File: config.mk
export PLATFORM = sky130hd
export DESIGN_NAME = mlq_ram
export DESIGN_NICKNAME = d
export VERILOG_FILES = /design/src/sv/mlq_ram.sv
export SDC_FILE = /design/constraint.sdc
export NUM_CORES = 1
export LEC_CHECK = 0
export BUFFER_PORTS_ARGS = -buffer_cell sky130_fd_sc_hd__buf_2
export CAP_MARGIN = 20
export CORE_MARGIN = 1
export CORE_UTILIZATION = 25
export DETAILED_ROUTE_END_ITERATION = 12
export GPL_TIMING_DRIVEN = 0
export SLEW_MARGIN = 15
export SYNTH_ARGS = -nofsm -noshare
export SYNTH_HDL_FRONTEND = slang
export SYNTH_SLANG_ARGS = --single-unit
File: constraint.sdc
create_clock -name clk -period 2.2 [get_ports clk]
set_input_delay 0.11 -clock clk [delete_from_list [all_inputs] [get_ports clk]]
set_output_delay 0.11 -clock clk [all_outputs]
set_load 0.05 [all_outputs]
File: src/sv/mlq_ram.sv
// generic single write port ram with registered read
`default_nettype none

module mlq_ram #(
    parameter int WIDTH = 8,
    parameter int DEPTH = 16,
    parameter int AW    = (DEPTH > 1) ? $clog2(DEPTH) : 1
) (
    input  wire logic             clk,
    input  wire logic             we,
    input  wire logic [AW-1:0]    waddr,
    input  wire logic [WIDTH-1:0] wdata,
    input  wire logic [AW-1:0]    raddr,
    output logic      [WIDTH-1:0] rdata
);

    logic [WIDTH-1:0] mem [DEPTH];

    always_ff @(posedge clk)
    begin
        if (we)
        begin
            mem[waddr] <= wdata;
        end
        rdata <= mem[raddr];
    end

endmodule

`default_nettype wire
# Yosys cells after proc, flatten, opt, wreduce, memory -nomap -nowiden
# Memories as Yosys holds them, arrays and structs flattened. A register that Yosys moved wholly into a read port is not among the register bits.
# Cells that the tools add are included.
# W data, S select, Z words.
[classes]
mux = 2
[ops]
columns = ["op", "n"]
rows = [
  ["$mux W1", 2],
]
[totals]
mem_bits_rw = 128
word_cells = 3
input_bits = 18
regBits = 0
n_memories = 1
out_inout_bits = 8
[memory_table]
columns = ["memory", "depth", "word_bits", "read_ports", "rd_ports_with_merged_regs", "write_ports", "line_no", "text"]
rows = [
  ["mem", 16, 8, 1, 1, 1, "17", "logic [WIDTH-1:0] mem [DEPTH];"],
]

# Logic depth before layout (Yosys ltp)
# Gate-level depths: netlist of run 1.
[depth]
ltp_word = 2
mapped_depth = 5
depth_no_buf = 3

# Worst setup path after synthesis of run 1
# OpenSTA, ideal clock, no wires.
[synth_timing]
kind = "input-to-reg"
start = "input port waddr[2]"
end = "memory mem[0][0], enable pin"
required_ns = 1.817
stages = 2
slack_ns = 0.597
path_buffers = 0
arrival_ns = 1.220
setup_time_ns = 0.383
path_cell_list = "or3b_2 nor3_1"
[synth_lines]
columns = ["item", "line_no", "text"]
rows = [
  ["start, declared", "11", "input wire logic [AW-1:0] waddr,"],
  ["end, declared", "17", ""],
]
# Straight into the memory's write port.

==> results of run 1 <==
[metrics by stage]
step / hold WS [ps] / area, um2 / setup WS (ps) / cells / util [%]
after floorplan: 208.9 / 5147 / 597.1 / 229 / -
final: 88.38 / 6261 / 657.2 / 555 / 30.94
after CTS: 83.22 / 6261 / 671.8 / 555 / 30.94
after global routing: 76.96 / 6261 / 627.9 / 555 / 30.94
after detailed placement: 520.3 / 5625 / 388.0 / 523 / 27.80
after global placement: 504.1 / 5605 / 60.45 / 523 / 27.70
[worst min path at each step]
stage	startpoint	to	slack [ps]	depth (start not counted)
finish	wdata[6]	mem[13][6]	90	1
global route	wdata[6]	mem[13][6]	80	1
CTS	wdata[6]	mem[13][6]	80	1
detailed placement	wdata[6]	mem[6][6]	520	1
global placement	wdata[5]	mem[4][5]	500	1
floorplan	wdata[0]	mem[0][0]	210	0
[area by class of cell]
cell class,instances,share of cell area [%]
Clock buffer,19,6.914
Timing Repair Buffer,24,1.918
Clock inverter,13,3.237
Buffer,10,1.379
Sequential cell,136,63.95
Multi-Input combinational cell,83,17.21
Tap cell,270,5.396
[placed cells by master, fill, tap and decap left out]
cell type	synthesis	layout
nor2b_1	1	1
buf_2	3	27
nand3b_1	2	2
nor3_2	0	4
buf_6	3	3
mux4_1	14	14
a22oi_1	16	16
and2b_1	1	1
nor2_1	13	13
mux4_2	18	18
clkdlybuf4s25_2	3	3
clkinv_2	0	1
dfxtp_1	8	8
clkinvlp_4	0	3
clkinv_4	0	2
clkbuf_16	0	17
buf_4	1	1
nand2b_1	2	2
and2_1	1	1
clkbuf_1	0	2
clkinv_1	0	2
nand3_1	1	1
or3b_2	1	1
bufinv_16	0	5
nand2_1	9	9
edfxtp_1	128	128
[flip-flops by register name, summed over array words and instances (netlist names)]
name,count
rdata,8
mem,128
[logic make-up after synthesis]
family                 after synthesis  share of synthesized area [%]
AO/OA/AOI/OAI                       16                          2.334
buffers and inverters               10                          1.677
flip-flops                         136                          77.78
multiplexers                        32                          15.02
AND/OR/NAND/NOR                     35                          3.184
[report_power, final]
part | internal [W] | switching (W) | total (W)
combinational | 0.000115 | 0.000224 | 0.000339
clock | 0.00200 | 0.00102 | 0.00302
sequential | 0.00290 | 0.0000137 | 0.00291
total | 0.00502 | 0.00126 | 0.00627
[routing by layer]
layer  wire length (um)  share of wire, %  vias to the layer above  GRT usage [%]
li1                   -                 -                     1058              -
met1               4652                46                     1201          13.55
met2               4724                47                       63          15.63
met3                636               6.3                       11          3.730
met4                 93              0.92                        2          3.263
met5                 13              0.13                        -              0
==> qor.csv, run 1 <==
metric,value,unit
cts_resized,0,
diodes,0,
rows,52,
arrival,1820,ps
tns,0,ps
hp-class,primary input to flip-flop,
hold_viol,0,
critical_path_cell_count,3,
ir_drop,0.5744,mV
seqCellArea,0.004004,mm2
root_buffer,clkbuf_16,
clk_pin_slew_worst_paths,60,ps
async_flop_share,0,%
grt_antenna_before_repair,1,
drc_errors,0,
drt_pre_antenna_iters,4,
start_util,25.44,%
dominantRegCellSynth,edfxtp_1,
slowest_stage,mux4_1,
synth_common_cells,"128 x edfxtp_1, 18 x mux4_2, 16 x a22oi_1",
p_per_area,1002,mW/mm2
clock_latency,410,ps
die_width,145.5,um
ctsHoldBuffers,0,
synth-edff-count,128,
drive_gt1_share,29.82,%
via_per_inst,4.207,
cts_sinks,136,
routedWlPerCell,18.24,um
yosysWarnings,0,
io_buffers,24,
vias,2335,
die-area,0.02117,mm2
r2r-start,mem[0][2],
htree_levels,4,
rsz0062_at_grt,no,
core,0.02023,mm2
worstSetupPathType,flip-flop to flip-flop,
synth_area_leaders,"edfxtp_1 75%, mux4_2 7.9%, mux4_1 7.1%",
outcome,"complete, no violations",
cts_buffers,17,
synth_cells,229,
critPathTopFamily,multiplexers,
place.gp.congestion,0.7531,
yosysTopAreaCellShare,74.67,%
ys_seq_elements,136,
area_growth,21.63,%
maxCapViolations,0,
yosysMostFrequentCell,edfxtp_1,
critPathLaunch,mem[0][2],
r2r_slack,660,ps
endpoint_kind,flip-flop,
setup_violations,0,
tightest_slew,886.3,ps
crit_end,rdata[2],
synth_area_per_cell,22.48,um2
first_global_vias,2465,
syn-num-nets,247,
reg2reg_to,rdata[2],
die_h,145.5,um
post-cts-setup-buffer-count,0,
path_max_fanout,1,
cts_tree,built,
multiInputGateArea,0.001077,mm2
wl,10120,um
period_minus_slack,1543,ps
power,0.006272,W
cellLeakagePower,2.042,nW
drtAntennaViolNets,0,
relSlewSlack,40.70,%
critPathLaunchType,flip-flop,
netlist_area,0.005147,mm2
place_hpwl,6577,um
cts_max_path_buffers,2,
grt_usage,10.24,%
num_io_pins,26,
crit_buf_inv,0,
cp.required,2480,ps
yosysTopAreaCell,edfxtp_1,
synth_cell_types,19,
fillers,1936,
first_iter_violations,313,
crit_chain,mux4_1 -> a22oi_1 -> nand2_1,
nets,290,
max_freq,648.2,MHz
fin_skew,10.23,ps
maxSlewViolCount,0,
ff2ff_path_depth,3,
fin_crit_sh,70.13,%
grt_overflow,0,
ys_seq_area_share,77.78,%
grt_max_degree,17,
grt_pass1_wl,15270,um
critical_path.max_stage_delay,530,ps
Power figures use the tool's default switching activity.
==> inputs of run 2 (changes only) <==
Clock period 2.2 ns to 1.3 ns, I/O delays scaled along.
==> qor.csv, run 2 (synthesized netlist as in run 1, its figures left out) <==
metric,value,unit,change
swShare,21.26,%,was 20.04%
top_layer,met4,,was met5
place_hpwl,6794,um,was 6577 um
fin_crit_sh,105.0,%,was 70.13%
regMostFlops,mem,,unchanged
die_width,145.5,um,unchanged
final_common_cell,edfxtp_1,,unchanged
crit_end,rdata[1],,was rdata[2]
reg2reg_to,rdata[1],,was rdata[2]
root_buffer,clkbuf_16,,unchanged
place.gp.congestion,0.8248,,was 0.7531
critical_path.max_stage_delay,520,ps,was 530 ps
met2_wirelength,5033,um,was 4724 um
crit_chain,mux4_2 -> a22oi_2 -> nand2_1,,was mux4_1 -> a22oi_1 -> nand2_1
rows,52,,unchanged
fin_util,31.16,%,was 30.94%
wl_met1,4531,um,was 4652 um
relSlewSlack,34.73,%,was 40.70%
grt_usage,10.89,%,was 10.24%
tns,-374.2,ps,was 0 ps
drtAntennaViolNets,0,,unchanged
cts_buffers,17,,unchanged
core,0.02023,mm2,unchanged
nets,290,,unchanged
maxSlewViolCount,0,,unchanged
die-area,0.02117,mm2,unchanged
dp_cells,523,,unchanged
preCtsSetupSlack,-485.5,ps,was 388.0 ps
reg.largest.list,"mem (128), rdata (8)",,unchanged
grt_antenna_before_repair,0,,was 1
routedWlPerCell,19.28,um,was 18.24 um
endpoint_kind,flip-flop,,unchanged
wl,10700,um,was 10120 um
cts_max_path_buffers,2,,unchanged
cp.required,1600,ps,was 2480 ps
drt_pre_antenna_iters,5,,was 4
htree_levels,4,,unchanged
r2r_slack,-70,ps,was 660 ps
die_h,145.5,um,unchanged
cellLeakagePower,2.035,nW,was 2.042 nW
grt_max_degree,17,,unchanged
fin_cells,555,,unchanged
first_iter_violations,324,,was 313
power_frac_comb,5.6,%,was 5.4%
io_buffers,24,,unchanged
internal-power,0.008518,W,was 0.005015 W
ff2ff_path_depth,3,,unchanged
first_global_vias,2584,,was 2465
critPathLaunch,mem[3][1],,was mem[0][2]
worstSetupPathType,flip-flop to flip-flop,,unchanged
grt_pass1_wl,16100,um,was 15270 um
vias,2452,,was 2335
drc_errors,0,,unchanged
rsz0062_at_grt,yes,,was no
via_per_inst,4.418,,was 4.207
cts_sinks,136,,unchanged
hp-class,primary input to flip-flop,,unchanged
area_growth,22.48,%,was 21.63%
met3RoutedLength,926,um,was 636 um
critPathLaunchType,flip-flop,,unchanged
start_util,25.44,%,unchanged
num_io_pins,26,,unchanged
max_freq,732.4,MHz,was 648.2 MHz
fin_skew,6.731,ps,was 10.23 ps
seq_power_share,45.5,%,was 46.4%
r2r-start,mem[3][1],,was mem[0][2]
fillers,1925,,was 1936
largest_reg_flops,128,,unchanged
power.switching,0.002301,W,was 0.001257 W
violations,negative setup slack,,
drive_gt1_share,36.84,%,was 29.82%
fin_ws,-65.30,ps,was 657.2 ps
path_max_fanout,1,,unchanged
setup_violations,8,,was 0
layout_common_cells,"128 x edfxtp_1, 27 x buf_2, 24 x mux4_2",,"was 128 x edfxtp_1, 27 x buf_2, 18 x mux4_2"
clock_latency,420,ps,was 410 ps
grt_overflow,0,,unchanged
slowest_stage,mux4_2,,was mux4_1
clk_pin_slew_worst_paths,60,ps,about the same
cts_tree,built,,unchanged
period_minus_slack,1365,ps,was 1543 ps
p_per_area,1716,mW/mm2,was 1002 mW/mm2
tightest_slew,975.5,ps,was 886.3 ps
worst_hold_slack,41.63,ps,was 88.38 ps
maxCapViolations,0,,unchanged
clockPowerShare,48.9,%,was 48.2%
ir_drop,0.9648,mV,was 0.5744 mV
arrival,1660,ps,was 1820 ps
hold_viol,0,,unchanged
diodes,0,,unchanged
outcome,finished with violations,,"was complete, no violations"
## run 2: cell count changes in the layout (fill, tap and decap cells not counted), sizes merged
| cell | delta |
|---|---|
| clkbuf | -2 |
| inv | +3 |
| clkinvlp | -1 |
## run 2: power groups by stage
stage               registers [W]  logic (W)  clock network [W]
detailed placement        0.00502   0.000586                  0
CTS                       0.00493   0.000612            0.00534
global placement          0.00501   0.000568                  0
floorplan                 0.00512   0.000249                  0
finish                    0.00493   0.000606            0.00529
global route              0.00493   0.000644            0.00551
## run 2: worst min-delay path by stage
stage | from | end | cells after the start
final | wdata[6] | mem[13][6] | 1
after global routing | wdata[7] | mem[1][7] | 1
after CTS | wdata[6] | mem[14][6] | 1
after global placement | wdata[6] | mem[4][6] | 1
after detailed placement | wdata[6] | mem[14][6] | 1
after floorplan | wdata[0] | mem[0][0] | 0
## run 2: final cells by class
class / instances / area (um2) / area share, %
multi-input combinational: 83 / 1109 / 17.58
sequential: 136 / 4004 / 63.50
tap: 270 / 337.8 / 5.358
clock buffer: 17 / 425.4 / 6.747
timing repair buffer: 24 / 120.1 / 1.905
clock inverter: 15 / 222.7 / 3.532
buffer: 10 / 86.33 / 1.369
## run 2: repair_timing
item | in CTS | in global routing
pin swaps | 5 | 1
hold buffers | 0 | 0
gates resized for setup | 17 | 1
endpoints found under the setup margin | 24 | 8
setup buffers | 0 | 0
## run 2: metrics by stage
stage	power (W)	instance area [um2]
after floorplan	0.005366	5152
after global placement	0.005579	5610
after detailed placement	0.005604	5625
after CTS	0.01088	6309
after global routing	0.01109	6305
final	0.01082	6305
## run 2: metal layers
| layer | up-vias | GRT usage [%] |
|---|---|---|
| met5 | - | 0 |
| met4 | 0 | 5.368 |
| met3 | 16 | 3.354 |
| met2 | 90 | 16.49 |
| met1 | 1287 | 14.19 |
| li1 | 1059 | - |
## run 2: critical path, delay by kind of cell, from the launching register on
kind | cells | cell delay (ps)
DFF | 1 | 360
and+or+nand+nor | 1 | 100
AOI/OAI and AO/OA | 1 | 260
muxes | 1 | 520
==> inputs of run 3 (changes only) <==
Settings changed: ABC_AREA set to 1, ABC_CLOCK_PERIOD_IN_PS set to 1300.
==> qor.csv, run 3 <==
metric,value,unit,change
outcome,"complete, no violations",,was finished with violations
fin_crit_sh,87.40,%,was 105.0%
io_buffers,22,,was 24
cts_tree,built,,unchanged
fin_cells,889,,was 555
via_per_inst,4.237,,was 4.418
hp-class,primary input to flip-flop,,unchanged
cellLeakagePower,2.890,nW,was 2.035 nW
ys_seq_elements,136,,unchanged
dominantRegCellSynth,edfxtp_1,,unchanged
routedWlPerCell,16.05,um,was 19.28 um
met1_usage,16.96,%,was 14.19%
nets,610,,was 290
cts_max_path_buffers,2,,unchanged
first_iter_violations,282,,was 324
critPathLaunch,waddr[3],,was mem[3][1]
die_h,153.9,um,was 145.5 um
ir_drop,0.9954,mV,was 0.9648 mV
grt_pass1_wl,21360,um,was 16100 um
cp.required,1340,ps,was 1600 ps
r2r_slack,230,ps,was -70 ps
maxCapViolations,0,,unchanged
drive_gt1_share,12.75,%,was 36.84%
start_util,25.47,%,was 25.44%
syn-num-nets,569,,was 247
slowest_stage,nor2_1,,was mux4_2
largest_reg_flops,128,,unchanged
period_minus_slack,1136,ps,was 1365 ps
reg.largest.list,"mem (128), rdata (8)",,unchanged
num_io_pins,26,,unchanged
drc_errors,0,,unchanged
cts_sinks,136,,unchanged
yosysWarnings,0,,unchanged
layout_common_cells,"173 x nand2_1, 128 x edfxtp_1, 100 x inv_1",,"was 128 x edfxtp_1, 27 x buf_2, 24 x mux4_2"
synth_area_per_cell,10.47,um2,was 22.48 um2
critPathLaunchType,primary input,,was flip-flop
synth_cell_types,12,,was 19
clock_latency,420,ps,about the same
synth-edff-count,128,,unchanged
crit_end,mem[4][1],,was rdata[1]
yosysTopAreaCellShare,66.65,%,was 74.67%
async_flop_share,0,%,unchanged
clk_pin_slew_worst_paths,50,ps,was 60 ps
cts_buffers,17,,unchanged
arrival,1170,ps,was 1660 ps
ctsHoldBuffers,0,,unchanged
final_common_cell,nand2_1,,was edfxtp_1
yosysMostFrequentCell,nand2_1,,was edfxtp_1
core,0.02264,mm2,was 0.02023 mm2
rows,55,,was 52
first_global_vias,3546,,was 2584
setup_violations,0,,was 8
reg2reg_to,rdata[1],,unchanged
grt_max_degree,17,,unchanged
root_buffer,clkbuf_16,,unchanged
diodes,0,,unchanged
worstSetupPathType,primary input to flip-flop,,was flip-flop to flip-flop
fillers,2328,,was 1925
rsz0062_at_grt,no,,was yes
synth_cells,551,,was 229
drt_pre_antenna_iters,5,,unchanged
tightest_slew,968.6,ps,was 975.5 ps
regMostFlops,mem,,unchanged
use_met2,18.85,%,was 16.49%
htree_levels,4,,unchanged
hp-start,wdata[2],,was wdata[6]
hold_viol,0,,unchanged
critical_path.max_stage_delay,760,ps,was 520 ps
die_width,153.9,um,was 145.5 um
relSlewSlack,35.19,%,was 34.73%
dp_cells,858,,was 523
max_freq,880.1,MHz,was 732.4 MHz
grt_overflow,0,,unchanged
fin_skew,8.367,ps,was 6.731 ps
post-cts-setup-buffer-count,0,,unchanged
endpoint_kind,flip-flop,,unchanged
grt_usage,12.57,%,was 10.89%
ys_seq_area_share,69.43,%,was 77.78%
met3_usage,3.269,%,was 3.354%
place.gp.congestion,0.8019,,was 0.8248
drtAntennaViolNets,0,,unchanged
synth_common_cells,"173 x nand2_1, 128 x edfxtp_1, 100 x inv_1",,"was 128 x edfxtp_1, 18 x mux4_2, 16 x a22oi_1"
cts_resized,0,,was 17
fin_util,30.01,%,was 31.16%
wl,14270,um,was 10700 um
maxSlewViolCount,0,,unchanged
netlist_area,0.005767,mm2,was 0.005147 mm2
ff2ff_path_depth,6,,was 3
die-area,0.02368,mm2,was 0.02117 mm2
path_max_fanout,8,,was 1
synth_area_leaders,"edfxtp_1 67%, nand2_1 11%, nand3_1 8.4%",,"was edfxtp_1 75%, mux4_2 7.9%, mux4_1 7.1%"
crit_chain,buf_2 -> nand3b_1 -> nor2_1,,was mux4_2 -> a22oi_2 -> nand2_1
r2r-start,mem[11][1],,was mem[3][1]
grt_antenna_before_repair,0,,unchanged
p_per_area,1509,mW/mm2,was 1716 mW/mm2
top_usage_layer,met2,,unchanged
vias,3767,,was 2452
area_growth,17.83,%,was 22.48%
yosysTopAreaCell,edfxtp_1,,unchanged
place_hpwl,9415,um,was 6794 um
power,0.01025,W,was 0.01082 W
[run 3: cell types whose count changed after synthesis, moves of 3 or more]
cell             change
buf_6                +3
mux4_2              -18
nand2_1            +164
mux4_1              -14
buf_4                +3
a22oi_1             -16
buf_2               +10
inv_1              +100
nor3_1               -4
nor2_1               +4
clkdlybuf4s25_2      -3
nand3_1             +96
[run 3: worst min-delay path by stage]
stage / slack [ps] / endpoint / cells past startpoint
finish: 60 / mem[11][2] / 1
global route: 50 / mem[11][6] / 1
global placement: 490 / mem[3][6] / 1
floorplan: 160 / mem[0][0] / 0
CTS: 40 / mem[2][6] / 1
detailed placement: 490 / mem[2][6] / 1
[run 3: layout make-up]
cell class,count,area (um2),share of cell area [%]
buffer,24,166.4,2.449
clock buffer,18,429.2,6.316
clock inverter,13,132.6,1.952
inverter,102,382.9,5.634
multi-input combinational,289,1214,17.86
sequential,136,4004,58.92
tap,285,356.6,5.248
timing repair buffer,22,110.1,1.620
[run 3: worst max-delay path, delay by kind of cell]
family | cells | cell delay [ps]
AND/OR/NAND/NOR | 2 | 980
buffers and inverters | 1 | 120
[run 3: where the power goes]
part | leakage [nW] | internal (W) | total (W) | switching (W)
Combinational | 1.39 | 0.000189 | 0.000740 | 0.000552
Sequential | 1.22 | 0.00490 | 0.00493 | 0.0000282
Clock | 0.279 | 0.00279 | 0.00458 | 0.00179
[run 3: stage by stage]
stage	setup TNS (ps)	hold slack, ps	worst slack, ps	instance area, um2
after floorplan	0	163.9	284.2	5767
after global placement	-15430	487.0	-239.4	6233
after detailed placement	-17140	488.5	-248.3	6233
after CTS	0	41.86	183.3	6795
after global routing	0	51.65	49.55	6795
final	0	60.14	163.8	6795
[run 3: metal layers]
layer	wire [um]	part of all wire [%]	up-vias
met5	0	0	-
met4	332	2.3	0
met3	849	6.0	23
met2	6373	45	114
met1	6710	47	1779
li1	-	-	1851
[run 3: logic make-up (layout without fill, tap and decap cells)]
logic type,after synthesis,after routing,share of synthesized area (%)
buffers and inverters,126,179,9.525
DFF,136,136,69.43
and+or+nand+nor,289,289,21.05
